<file path="src/hdl/sco_pkg.sv">
package sco_pkg;

  localparam int MAX_ASSETS_DEF  = 8;
  localparam int MAX_PERIODS_DEF = 256;
  localparam int SAMPLE_BITS     = 16;
  localparam int ACC_BITS        = 42;
  localparam int ASSET_BITS      = 3;
  localparam int PERIOD_BITS     = 8;
  localparam int NA_BITS         = 4;
  localparam int NP_BITS         = 9;
  localparam int CFG_BITS        = 9;
  localparam int DEV_BITS        = SAMPLE_BITS + 1;
  localparam int PROD_BITS       = 2 * DEV_BITS;

  localparam logic CFG_NUM_ASSETS  = 1'b0;
  localparam logic CFG_NUM_PERIODS = 1'b1;

  typedef struct packed {
    logic                  issue;
    logic                  cov_mode;
    logic [ASSET_BITS-1:0] row;
    logic [ASSET_BITS-1:0] col;
    logic                  div_start;
    logic [NP_BITS-1:0]    divisor;
    logic                  mean_we;
  } cmd_t;

  typedef struct packed {
    logic busy;
    logic div_done;
  } status_t;

endpackage

</file>
<file path="src/hdl/sco_ctrl.sv">
module sco_ctrl #(
  parameter int MAX_ASSETS  = sco_pkg::MAX_ASSETS_DEF,
  parameter int MAX_PERIODS = sco_pkg::MAX_PERIODS_DEF
) (
  input  logic                            clk_i,
  input  logic                            rst_ni,
  input  logic                            cfg_we_i,
  input  logic                            cfg_index_i,
  input  logic [sco_pkg::CFG_BITS-1:0]    cfg_data_i,
  input  logic                            in_valid_i,
  input  logic                            last_sample_i,
  output logic                            in_ready_o,
  output logic                            in_we_o,
  output logic                            out_valid_o,
  input  logic                            out_ready_i,
  output logic [sco_pkg::ASSET_BITS-1:0]  row_index_o,
  output logic [sco_pkg::ASSET_BITS-1:0]  column_index_o,
  output logic                            last_entry_o,
  output sco_pkg::cmd_t                   cmd_o,
  output logic [$clog2(MAX_PERIODS)-1:0]  period_o,
  input  sco_pkg::status_t                status_i
);

  localparam int PW  = $clog2(MAX_PERIODS);
  localparam int NPB = sco_pkg::NP_BITS;
  localparam int NAB = sco_pkg::NA_BITS;
  localparam int XB  = sco_pkg::ASSET_BITS;
  localparam int KW  = (PW > NPB) ? PW : NPB;

  typedef enum logic [7:0] {
    ST_IDLE   = 8'b0000_0001,
    ST_MSWEEP = 8'b0000_0010,
    ST_MDRAIN = 8'b0000_0100,
    ST_MDIV   = 8'b0000_1000,
    ST_CSWEEP = 8'b0001_0000,
    ST_CDRAIN = 8'b0010_0000,
    ST_CDIV   = 8'b0100_0000,
    ST_EMIT   = 8'b1000_0000
  } state_e;

  state_e          state_q, state_d;
  logic [NAB-1:0]  num_assets_q;
  logic [NPB-1:0]  num_periods_q;
  logic [XB-1:0]   row_q, row_d, col_q, col_d;
  logic [PW-1:0]   per_q, per_d;
  logic [NAB-1:0]  na;
  logic [NPB-1:0]  np;
  logic [XB-1:0]   na_m1;
  logic            per_last, row_last, col_last;

  // effective sizes, clamped to the supported range
  always_comb begin
    if (num_assets_q == '0) begin
      na = NAB'(1);
    end else if (32'(num_assets_q) > MAX_ASSETS) begin
      na = NAB'(MAX_ASSETS);
    end else begin
      na = num_assets_q;
    end
    if (num_periods_q < NPB'(2)) begin
      np = NPB'(2);
    end else if (32'(num_periods_q) > MAX_PERIODS) begin
      np = NPB'(MAX_PERIODS);
    end else begin
      np = num_periods_q;
    end
  end

  assign na_m1    = XB'(na - 1'b1);
  assign per_last = (KW'(per_q) == KW'(np) - KW'(1));
  assign row_last = (row_q == na_m1);
  assign col_last = (col_q == na_m1);

  always_ff @(posedge clk_i or negedge rst_ni) begin
    if (!rst_ni) begin
      num_assets_q  <= NAB'(8);
      num_periods_q <= NPB'(256);
    end else if (cfg_we_i) begin
      case (cfg_index_i)
        sco_pkg::CFG_NUM_ASSETS:  num_assets_q  <= cfg_data_i[NAB-1:0];
        sco_pkg::CFG_NUM_PERIODS: num_periods_q <= cfg_data_i;
        default: ;
      endcase
    end
  end

  always_comb begin
    state_d = state_q;
    row_d   = row_q;
    col_d   = col_q;
    per_d   = per_q;
    cmd_o   = '0;
    cmd_o.row = row_q;
    cmd_o.col = col_q;
    case (state_q)
      ST_IDLE: begin
        if (in_valid_i && last_sample_i) begin
          state_d = ST_MSWEEP;
          row_d   = '0;
          col_d   = '0;
          per_d   = '0;
        end
      end
      ST_MSWEEP: begin
        cmd_o.issue = 1'b1;
        per_d = per_q + 1'b1;
        if (per_last) begin
          per_d   = '0;
          state_d = ST_MDRAIN;
        end
      end
      ST_MDRAIN: begin
        if (!status_i.busy) begin
          cmd_o.div_start = 1'b1;
          cmd_o.divisor   = np;
          state_d         = ST_MDIV;
        end
      end
      ST_MDIV: begin
        if (status_i.div_done) begin
          cmd_o.mean_we = 1'b1;
          if (row_last) begin
            row_d   = '0;
            state_d = ST_CSWEEP;
          end else begin
            row_d   = row_q + 1'b1;
            state_d = ST_MSWEEP;
          end
        end
      end
      ST_CSWEEP: begin
        cmd_o.issue    = 1'b1;
        cmd_o.cov_mode = 1'b1;
        per_d = per_q + 1'b1;
        if (per_last) begin
          per_d   = '0;
          state_d = ST_CDRAIN;
        end
      end
      ST_CDRAIN: begin
        if (!status_i.busy) begin
          cmd_o.div_start = 1'b1;
          cmd_o.divisor   = np - 1'b1;
          state_d         = ST_CDIV;
        end
      end
      ST_CDIV: begin
        if (status_i.div_done) begin
          state_d = ST_EMIT;
        end
      end
      ST_EMIT: begin
        if (out_ready_i) begin
          state_d = ST_CSWEEP;
          if (col_last) begin
            col_d = '0;
            if (row_last) begin
              row_d   = '0;
              state_d = ST_IDLE;
            end else begin
              row_d = row_q + 1'b1;
            end
          end else begin
            col_d = col_q + 1'b1;
          end
        end
      end
      default: state_d = ST_IDLE;
    endcase
  end

  always_ff @(posedge clk_i or negedge rst_ni) begin
    if (!rst_ni) begin
      state_q <= ST_IDLE;
      row_q   <= '0;
      col_q   <= '0;
      per_q   <= '0;
    end else begin
      state_q <= state_d;
      row_q   <= row_d;
      col_q   <= col_d;
      per_q   <= per_d;
    end
  end

  assign in_ready_o     = (state_q == ST_IDLE);
  assign in_we_o        = in_valid_i && in_ready_o;
  assign out_valid_o    = (state_q == ST_EMIT);
  assign row_index_o    = row_q;
  assign column_index_o = col_q;
  assign last_entry_o   = row_last && col_last;
  assign period_o       = per_q;

endmodule

</file>
<file path="config.mk">
export PLATFORM = sky130hd
export DESIGN_NAME = sco_ctrl
export DESIGN_NICKNAME = d
export VERILOG_FILES = /design/src/hdl/sco_pkg.sv /design/src/hdl/sco_ctrl.sv
export SDC_FILE = /design/constraint.sdc
export NUM_CORES = 1
export LEC_CHECK = 0
export CAP_MARGIN = 20
export CORE_ASPECT_RATIO = 2
export CORE_UTILIZATION = 41
export DETAILED_ROUTE_END_ITERATION = 10
export DONT_BUFFER_PORTS = 1
export SYNTH_ARGS = -nofsm -noshare
export SYNTH_HDL_FRONTEND = slang
export SYNTH_SLANG_ARGS = --single-unit
</file>
<file path="constraint.sdc">
create_clock -name clk_i -period 4.15 [get_ports clk_i]
set_clock_uncertainty 0.05 [all_clocks]
set_input_delay 1.0375 -clock clk_i [delete_from_list [all_inputs] [get_ports clk_i]]
set_output_delay 1.0375 -clock clk_i [all_outputs]
set_load 0.02 [all_outputs]
</file>
==> out/metrics.cfg, run 1 <==
[clock_tree]
cts_hold_buf=0
clock_path_buffers=2
clock-root-buffer=clkbuf_16
cts_setup_buffers=0
cts_tree=built
tritoncts.num_buffers=5
h-tree-depth=2
cts_sinks=35
clk_latency_ns=0.28
path_clk_slew_ns=0.06

[sta]
max_slew_margin_pct=38.0
fin_crit_sh_pct=93.8
finalSetupViolations=0
hold_viol_final=0
rsz0062_at_grt=no
fin_crit_ns=3.89
slew_viol_final=0
worst_slew_pin_slew_ns=0.926
worst_hold_slack_ns=0.396
timing.fmax_ghz=0.257
fin_tns_setup_ns=0

[worst_setup_path]
crit_start=state_q[4]
cp.arrival_ns=2.80
path_class=flop to primary output
worstPathRequired_ns=3.06
cp-end-kind=primary output
worstRegToRegCells=10
reg2reg_from=num_periods_q[5]
start_kind=flop
critPathMaxFanout=11

[floorplan]
core_area_um2=6010
start_util_pct=42.3
die_w_um=57.7
die_area_um2=6530
num_io_pins=55
die_y_um=113
num_rows=40

[final_layout]
most-common-layout-cells=32 x nand2_1, 32 x dfrtp_1, 27 x o21ai_0
areaGrowthSynthToFinish_pct=8.37
fin_nets=314
n_antenna_cell=0
drive_gt1_share_pct=16.4

[power_and_ir_drop]
power_density_nw_per_um2=521
leakagePower_nw=1.16
pwr-share-comb_pct=32.1
pwr-share-clk_pct=31.0
p_sw_share_pct=37.7
p_int_mw=0.894
power.switching_mw=0.540
power_frac_seq_pct=36.9
ir_drop_mv=0.194

[detailed_routing]
drtIter0Drc=70
vias_per_cell=6.16
drc=5
postRouteAntennaNets=0
routed_wl_mm=6.72
drt-pass1-iter-count=8
num_vias=2188
wl_per_cell_um=18.9

[grt]
grt_overflow=0
antenna_found_initial=0
grt_util_all_layers_pct=22.7
grt_pass1_wl_mm=11.3
grt_max_degree=36
grt_pass1_vias=2236

[yosys]
ys_ff_latch=35
avgSynthCellArea_um2=8.58
syn_area_um2=2540
seq_area_frac_synth_pct=34.6
ys_warn_count=0
synth-edff-count=0
yosysUniqueCellTypes=61
syn_inst=296
synthesis.nets=319
synth_flop_cell=dfrtp_1
ys_async_sr_fraction_pct=100

[placement]
dp_hpwl_mm=5.11
place_congestion=0.902
io_buffers=0

[outcome]
status=finished with violations
violations=DRC

[flow_run]
cap_violations=0

[hold_path]
hold_path_class=primary input to async pin

routing by layer:
metal	GRT usage (%)	routed length [µm]	vias up
li1	-	-	1064
met1	24.0	2410	1059
met2	41.2	3820	55
met3	5.49	316	10
met4	10.3	184	0
met5	0	0	-
cell families after synthesis:
family                     synth area share [%]
AOI/OAI and AO/OA                          19.6
xor gates and xnor gates                   4.83
adders and majority gates                  2.46
buffers and inverters                      5.66
DFF                                        34.6
muxes                                      8.92
and+or+nand+nor                            23.9
power by group through the flow:
stage	clock network (mW)	registers [mW]	logic [mW]
floorplan	0	0.474	0.408
global placement	0	0.535	0.456
detailed placement	0	0.536	0.458
CTS	0.456	0.530	0.460
global route	0.469	0.544	0.512
finish	0.445	0.529	0.460
sequential cells by signal, indices dropped and copies added (netlist names):
name and flops:
row_index_o 3, num_periods_q 9, period_o 8, column_index_o 3, state_q 8, num_assets_q 4
layout make-up:
type	instances	area, µm²
fillers	597	3250
multi-input cells	231	1520
flip-flops and latches	35	880
clock buffers	6	139
well taps	63	78.8
repair buffers	9	67.6
clock inverters	2	35.0
inverters	9	33.8
cell usage after synthesis (all sizes together), types with 2 or more instances:
library cell | number | share of area, %
xnor2 | 9 | 3.1
dfstp | 3 | 3.1
and2 | 3 | 0.74
mux2i | 2 | 0.79
and3 | 3 | 0.74
o31a | 2 | 0.69
a21oi | 7 | 1.4
clkbuf | 12 | 1.8
or3 | 2 | 0.49
nand4 | 2 | 0.49
or2 | 4 | 1.1
dfrtp | 32 | 32
a211oi | 2 | 0.79
nor3 | 11 | 2.2
o22ai | 6 | 1.5
nor2 | 21 | 3.1
o31ai | 2 | 0.59
a22o | 3 | 1.0
nor4 | 7 | 1.7
nand4b | 2 | 0.69
or4 | 2 | 0.74
a31oi | 3 | 0.74
nand3b | 2 | 0.59
buf | 9 | 2.6
o211ai | 3 | 0.89
o21a | 3 | 0.89
mux2 | 18 | 8.1
nor2b | 9 | 2.2
inv | 8 | 1.2
nand3 | 14 | 2.8
a2111oi | 2 | 0.69
nand2 | 32 | 4.7
xor2 | 5 | 1.7
o21ai | 27 | 5.3
ha | 5 | 2.5
final timing paths:
check | to | slack [ns]
max | cmd_o[5] | 0.26
min in group clk_i | num_assets_q[0] | 0.46
max reg2reg | period_o[7] | 0.67
min | period_o[1] | 0.40
max in group asynchronous | num_assets_q[3] | 3.47
min reg2reg | num_assets_q[0] | 0.46
worst max-delay path, stage by stage (launching register included):
cell     delay [ns]
dfrtp_1        0.45
nor4_1         0.66
nand3_1        0.26
or2_2          0.44
o21a_1         0.24
o22ai_1        0.15
nand2_1        0.06
o21ai_0        0.08
buf_4          0.17
repair_timing:
item | 4_1_cts | 5_1_grt
hold endpoints to repair | 0 | 0
resized for setup | 0 | 1
setup endpoints to repair | 0 | 1
metrics by stage:
step	cell area (µm²)	worst slack, ns	power, mW	utilization (%)	cells
CTS	2750	0.199	1.45	45.8	355
global placement	2580	0.560	0.990	42.9	347
global route	2750	0.0349	1.53	45.8	355
finish	2750	0.258	1.43	45.8	355
detailed placement	2580	0.523	0.995	42.9	347
floorplan	2540	0.482	0.882	-	296
No activity file was read; power rests on OpenSTA's default activity.
==> run 2: changes to the inputs <==
ABC_AREA = 1   (was default)
==> run 2 against run 1 <==
Compared with the run above:
- the flow still finishes with violations (DRC)
- combinational power increased by 6.1%
- total power decreased by 8.7%
- critical path depth increased by 3
- highest routed layer unchanged
==> out/metrics.cfg, run 2 <==
[grt]
grt_util_all_layers_pct=21.4  ; -1.3 points
grt_pass1_wl_mm=10.5  ; -7.5%
grt_max_degree=36  ; unchanged
grt_pass1_vias=2305  ; +3.1%
grt_overflow=0  ; unchanged
antenna_found_initial=0  ; unchanged

[yosys]
ys_async_sr_fraction_pct=100  ; unchanged
avgSynthCellArea_um2=6.99  ; -18%
ys_ff_latch=35  ; unchanged
synthTopCellsByArea=dfrtp_1 32%, nand2_1 13%, inv_1 7.6%
syn_area_um2=2480  ; -2.5%
ys_warn_count=0  ; unchanged
synth-edff-count=0  ; unchanged
synth_top_area_share_pct=32.3  ; +0.81 points
seq_area_frac_synth_pct=35.5  ; +0.89 points
synth_common_cells=89 x nand2_1, 50 x inv_1, 35 x nor2_1
synth.most_common_cell=nand2_1
synth_area_leader_cell=dfrtp_1
syn_inst=354  ; +20%
synthesis.nets=377  ; +18%
synth_flop_cell=dfrtp_1
yosysUniqueCellTypes=33  ; -46%

[clock_tree]
cts_setup_buffers=0  ; unchanged
clock_path_buffers=2  ; unchanged
clock-root-buffer=clkbuf_16
clk_latency_ns=0.28  ; about the same
path_clk_slew_ns=0.06  ; about the same
cts_resized=0  ; unchanged
h-tree-depth=2  ; unchanged
cts_sinks=35  ; unchanged
tritoncts.num_buffers=5  ; unchanged
cts_tree=built
cts_hold_buf=0  ; unchanged

[worst_setup_path]
start_kind=flop
path_class=flop to primary output
r2r_slack_ns=1.12  ; +0.45 ns
r2r-end=state_q[2]
reg2reg_from=num_periods_q[8]
cp_slowest_cell=dfstp_2
worstRegToRegCells=18  ; +8
cp-end-kind=primary output
worstPathRequired_ns=3.06  ; about the same
critPathMaxFanout=5  ; -6
critPathMaxStageDelay_ns=0.57  ; -0.09 ns
cp_cell_sequence=nor2_1, nand2_1, nor2_1, a21oi_1, ha_1, nand2_1, inv_1, nand2_2, xor2_2, inv_2, o22ai_1
crit_path_end=cmd_o[7]
cp.arrival_ns=2.53  ; -0.27 ns
crit_start=num_periods_q[8]

[sta]
worst_slew_pin_slew_ns=0.693  ; -0.233 ns
fin_crit_sh_pct=87.2  ; -6.6 points
max_slew_margin_pct=53.3  ; +15 points
fin_tns_setup_ns=0  ; unchanged
timing.fmax_ghz=0.276  ; +7.6%
hold_viol_final=0  ; unchanged
slew_viol_final=0  ; unchanged
fin_crit_ns=3.62  ; -0.274 ns
finalSetupViolations=0  ; unchanged
rsz0062_at_grt=no
finalWorstSetupSlack_ns=0.532  ; +0.274 ns

[detailed_routing]
vias_per_cell=5.44  ; -12%
num_vias=2253  ; +3.0%
wl_per_cell_um=15.2  ; -20%
postRouteAntennaNets=0  ; unchanged
drt-pass1-iter-count=7  ; -1
drc=8  ; +3
routed_wl_mm=6.29  ; -6.5%
drtIter0Drc=158  ; +130%

[placement]
dp_hpwl_mm=4.97  ; -2.7%
place_congestion=0.928  ; +2.9%
place_area_um2=2480  ; -3.6%
io_buffers=0  ; unchanged
dpl.cell_count=406  ; +17%
pre_cts_slack_ns=0.843  ; +0.320 ns

[final_layout]
most-common-layout-cells=89 x nand2_1, 50 x inv_1, 35 x nor2_1
seq_area_um2=880  ; unchanged
fin_cells=414  ; +17%
layout_commonest_cell=nand2_1
largest_reg_flops=9  ; unchanged
fin_area_um2=2630  ; -4.5%
multi_input_area_um2=1300  ; -14%
regMostFlops=num_periods_q
fin_nets=375  ; +19%
fillers=601  ; +0.67%
utilization_pct=45.7  ; -0.18 points
drive_gt1_share_pct=10.2  ; -6.2 points
areaGrowthSynthToFinish_pct=6.16
n_antenna_cell=0  ; unchanged

[power_and_ir_drop]
ir_drop_mv=0.377  ; +95%
leakagePower_nw=1.36  ; +17%
power_density_nw_per_um2=498  ; -4.4%

[floorplan]
die_w_um=57.0  ; -1.2%
die_area_um2=6370  ; -2.5%
start_util_pct=43.0  ; +0.71 points
core_area_um2=5760  ; -4.1%
num_io_pins=55  ; unchanged
die_y_um=112  ; -1.2%
num_rows=39  ; -2.5%

[outcome]
violations=DRC
status=finished with violations

[flow_run]
cap_violations=0  ; unchanged

[hold_path]
hold_path_class=primary input to async pin

-- run 2: power by group --
group	internal, mW	switching [mW]
combinational	0.146	0.342
clock	0.221	0.150
sequential	0.387	0.0629
-- run 2: cells by family after synthesis --
logic type      count (synthesis)  synth area share [%]
compound gates                 49                  10.8
simple gates                  179                  32.6
xor+xnor                       15                  5.61
mux                             2                 0.909
fa+ha+maj                       5                  2.53
buf+inv                        69                  12.0
flops                          35                  35.5
-- run 2: per-layer routing --
layer | track usage (%) | wire length (µm) | vias up
met4 | 10.7 | 199 | 0
met5 | 0 | 0 | -
met3 | 5.23 | 353 | 15
met1 | 20.2 | 2230 | 1041
met2 | 40.8 | 3510 | 66
li1 | - | - | 1131
-- run 2: area by class of cell --
type	count	area share, %
Clock buffer	5	4.76
Tap cell	61	2.90
Timing Repair Buffer	1	0.286
Clock inverter	3	0.762
Sequential cell	35	33.5
Multi-Input combinational cell	250	49.4
Inverter	59	8.42
-- run 2: worst max-delay path: cells and delay by family, from the launching register on --
kind / cells / cell delay [ns]
adders and majority gates: 1 / 0.28
AOI/OAI and AO/OA: 2 / 0.67
xor gates and xnor gates: 1 / 0.17
buffers and inverters: 2 / 0.20
DFF: 1 / 0.57
and+or+nand+nor: 5 / 0.36
-- run 2: worst min-delay path by stage --
stage,start,depth (start not counted),to
5_1_grt,rst_ni,0,state_q[2]
3_3_place_gp,num_assets_q[3],2,num_assets_q[3]
6_report,rst_ni,0,state_q[2]
4_1_cts,rst_ni,0,state_q[6]
3_5_place_dp,num_assets_q[3],2,num_assets_q[3]
2_1_floorplan,state_q[5],2,state_q[5]
-- run 2: metrics by stage --
step	total power, mW	hold WS [ns]
finish	1.31	0.394
global route	1.40	0.387
CTS	1.32	0.389
detailed placement	0.946	0.454
global placement	0.935	0.437
floorplan	0.854	0.414
==> run 3: changes to the inputs <==
CTS_BUF_LIST = sky130_fd_sc_hd__clkbuf_2 sky130_fd_sc_hd__clkbuf_4 sky130_fd_sc_hd__clkbuf_8   (was default)
SKIP_CTS_REPAIR_TIMING = 1   (was default)
==> run 3 against run 2 <==
Compared with the run above:
- the run still ends with DRC left
- sequential share of layout area rose by 0.73 points
- global-route usage barely moved
- sequential power barely moved
- clock power fell by 32%
- routed wire length rose by 0.19%
- first-iteration DRC count fell by 15%
- total power fell by 9.0%
- worst setup slack got worse by 0.019 ns
- die area did not move
- largest power group unchanged
==> out/metrics.cfg, run 3 (same netlist as run 2, synthesis figures left out) <==
[sta]
max_slew_margin_pct=52.5  ; -0.83 points
fin_tns_setup_ns=0  ; unchanged
rsz0062_at_grt=no
slew_viol_final=0  ; unchanged
fin_crit_ns=3.64  ; +0.0189 ns
finalWorstSetupSlack_ns=0.513  ; -0.0189 ns
hold_viol_final=0  ; unchanged
finalSetupViolations=0  ; unchanged
timing.fmax_ghz=0.275  ; -0.52%
worst_slew_pin_slew_ns=0.705  ; +0.0124 ns
fin_crit_sh_pct=87.6  ; +0.45 points

[detailed_routing]
num_vias=2260  ; +0.31%
routed_wl_mm=6.30  ; +0.19%
drc=8  ; unchanged
vias_per_cell=5.46  ; +0.31%
wl_per_cell_um=15.2  ; +0.19%
drt-pass1-iter-count=8  ; +1
drtIter0Drc=134  ; -15%
postRouteAntennaNets=0  ; unchanged

[clock_tree]
cts_tree=built
path_clk_slew_ns=0.08  ; +0.02 ns
cts_sinks=35  ; unchanged
tritoncts.num_buffers=5  ; unchanged
clk_latency_ns=0.30  ; +0.02 ns
clock_path_buffers=2  ; unchanged
clock-root-buffer=clkbuf_8
h-tree-depth=2  ; unchanged

[worst_setup_path]
reg2reg_from=num_periods_q[8]
start_kind=flop
critPathMaxFanout=5  ; unchanged
cp.arrival_ns=2.55  ; +0.02 ns
cp-end-kind=primary output
path_class=flop to primary output
crit_start=num_periods_q[8]
worstPathRequired_ns=3.06  ; about the same

[grt]
grt_max_degree=36  ; unchanged
antenna_found_initial=0  ; unchanged
grt_pass1_vias=2304  ; -0.043%
grt_pass1_wl_mm=10.5  ; unchanged
grt_util_all_layers_pct=21.4  ; +0.024 points
grt_overflow=0  ; unchanged

[final_layout]
fillers=611  ; +1.7%
fin_nets=375  ; unchanged
largest_reg_flops=9  ; unchanged
layout_commonest_cell=nand2_1
regMostFlops=num_periods_q
areaGrowthSynthToFinish_pct=3.89
drive_gt1_share_pct=10.2  ; unchanged
most-common-layout-cells=89 x nand2_1, 50 x inv_1, 35 x nor2_1
n_antenna_cell=0  ; unchanged

[power_and_ir_drop]
ir_drop_mv=0.362  ; -3.9%
power_density_nw_per_um2=463  ; -7.0%
leakagePower_nw=1.34  ; -1.9%

[floorplan]
num_rows=39  ; unchanged
num_io_pins=55  ; unchanged
die_w_um=57.0  ; unchanged
die_y_um=112  ; unchanged
start_util_pct=43.0  ; unchanged
core_area_um2=5760  ; unchanged
die_area_um2=6370  ; unchanged

[outcome]
status=finished with violations
violations=DRC

[placement]
io_buffers=0  ; unchanged
dp_hpwl_mm=4.97  ; unchanged
place_congestion=0.928  ; unchanged
pre_cts_slack_ns=0.843  ; unchanged

[flow_run]
cap_violations=0  ; unchanged

[hold_path]
hold_path_class=primary input to async pin

==> run 3: changes by cell type in the layout (fill, tap and decap cells not counted) <==
cell	change
clkbuf_16	-5
clkbuf_8	+5
==> run 3: worst paths after layout <==
check                                    to  slack [ns]  depth (start not counted)
max in group asynchronous   num_assets_q[3]        3.49                          0
min in group clk_i          num_assets_q[3]        0.46                          2
max reg2reg                      state_q[1]        1.13                         18
max                                cmd_o[7]        0.51                         11
min                        num_periods_q[2]        0.37                          0
min reg2reg                 num_assets_q[3]        0.46                          2
==> run 3: stage by stage <==
| step | instance area [µm²] | util (%) | hold WS (ns) | cells | power [mW] |
|---|---|---|---|---|---|
| final | 2570 | 44.7 | 0.375 | 414 | 1.19 |
| after CTS | 2570 | 44.7 | 0.360 | 414 | 1.21 |
| after floorplan | 2480 | - | 0.414 | 354 | 0.854 |
| after global routing | 2570 | 44.7 | 0.356 | 414 | 1.28 |
| after detailed placement | 2480 | 43.1 | 0.454 | 406 | 0.946 |
| after global placement | 2480 | 43.1 | 0.437 | 406 | 0.935 |
==> run 3: area by class of cell <==
cell class | count | area (µm²) | share of cell area (%)
timing repair buffer | 1 | 7.51 | 0.292
tap | 61 | 76.3 | 2.97
inverter | 59 | 221 | 8.61
clock buffer | 5 | 68.8 | 2.68
sequential | 35 | 880 | 34.2
clock inverter | 3 | 20.0 | 0.778
multi-input combinational | 250 | 1300 | 50.5
==> run 3: where the power goes <==
group / total (mW) / leakage, nW / internal, mW / switching [mW]
Clock: 0.253 / 0.0402 / 0.117 / 0.136
Sequential: 0.449 / 0.454 / 0.386 / 0.0632
Combinational: 0.489 / 0.841 / 0.146 / 0.342
==> run 3: metal layers <==
layer	GRT usage, %	up-vias	wire length [µm]
met2	40.5	75	3540
met3	5.57	15	353
li1	-	1125	-
met4	10.7	0	187
met1	20.4	1045	2220
met5	0	-	0
==> run 3: critical path, cell delays in order (launching register included) <==
cell     delay (ns)
dfstp_2        0.57
nor2_1         0.06
nand2_1        0.06
nor2_1         0.05
a21oi_1        0.29
ha_1           0.28
nand2_1        0.10
inv_1          0.15
nand2_2        0.09
xor2_2         0.17
inv_2          0.05
o22ai_1        0.37
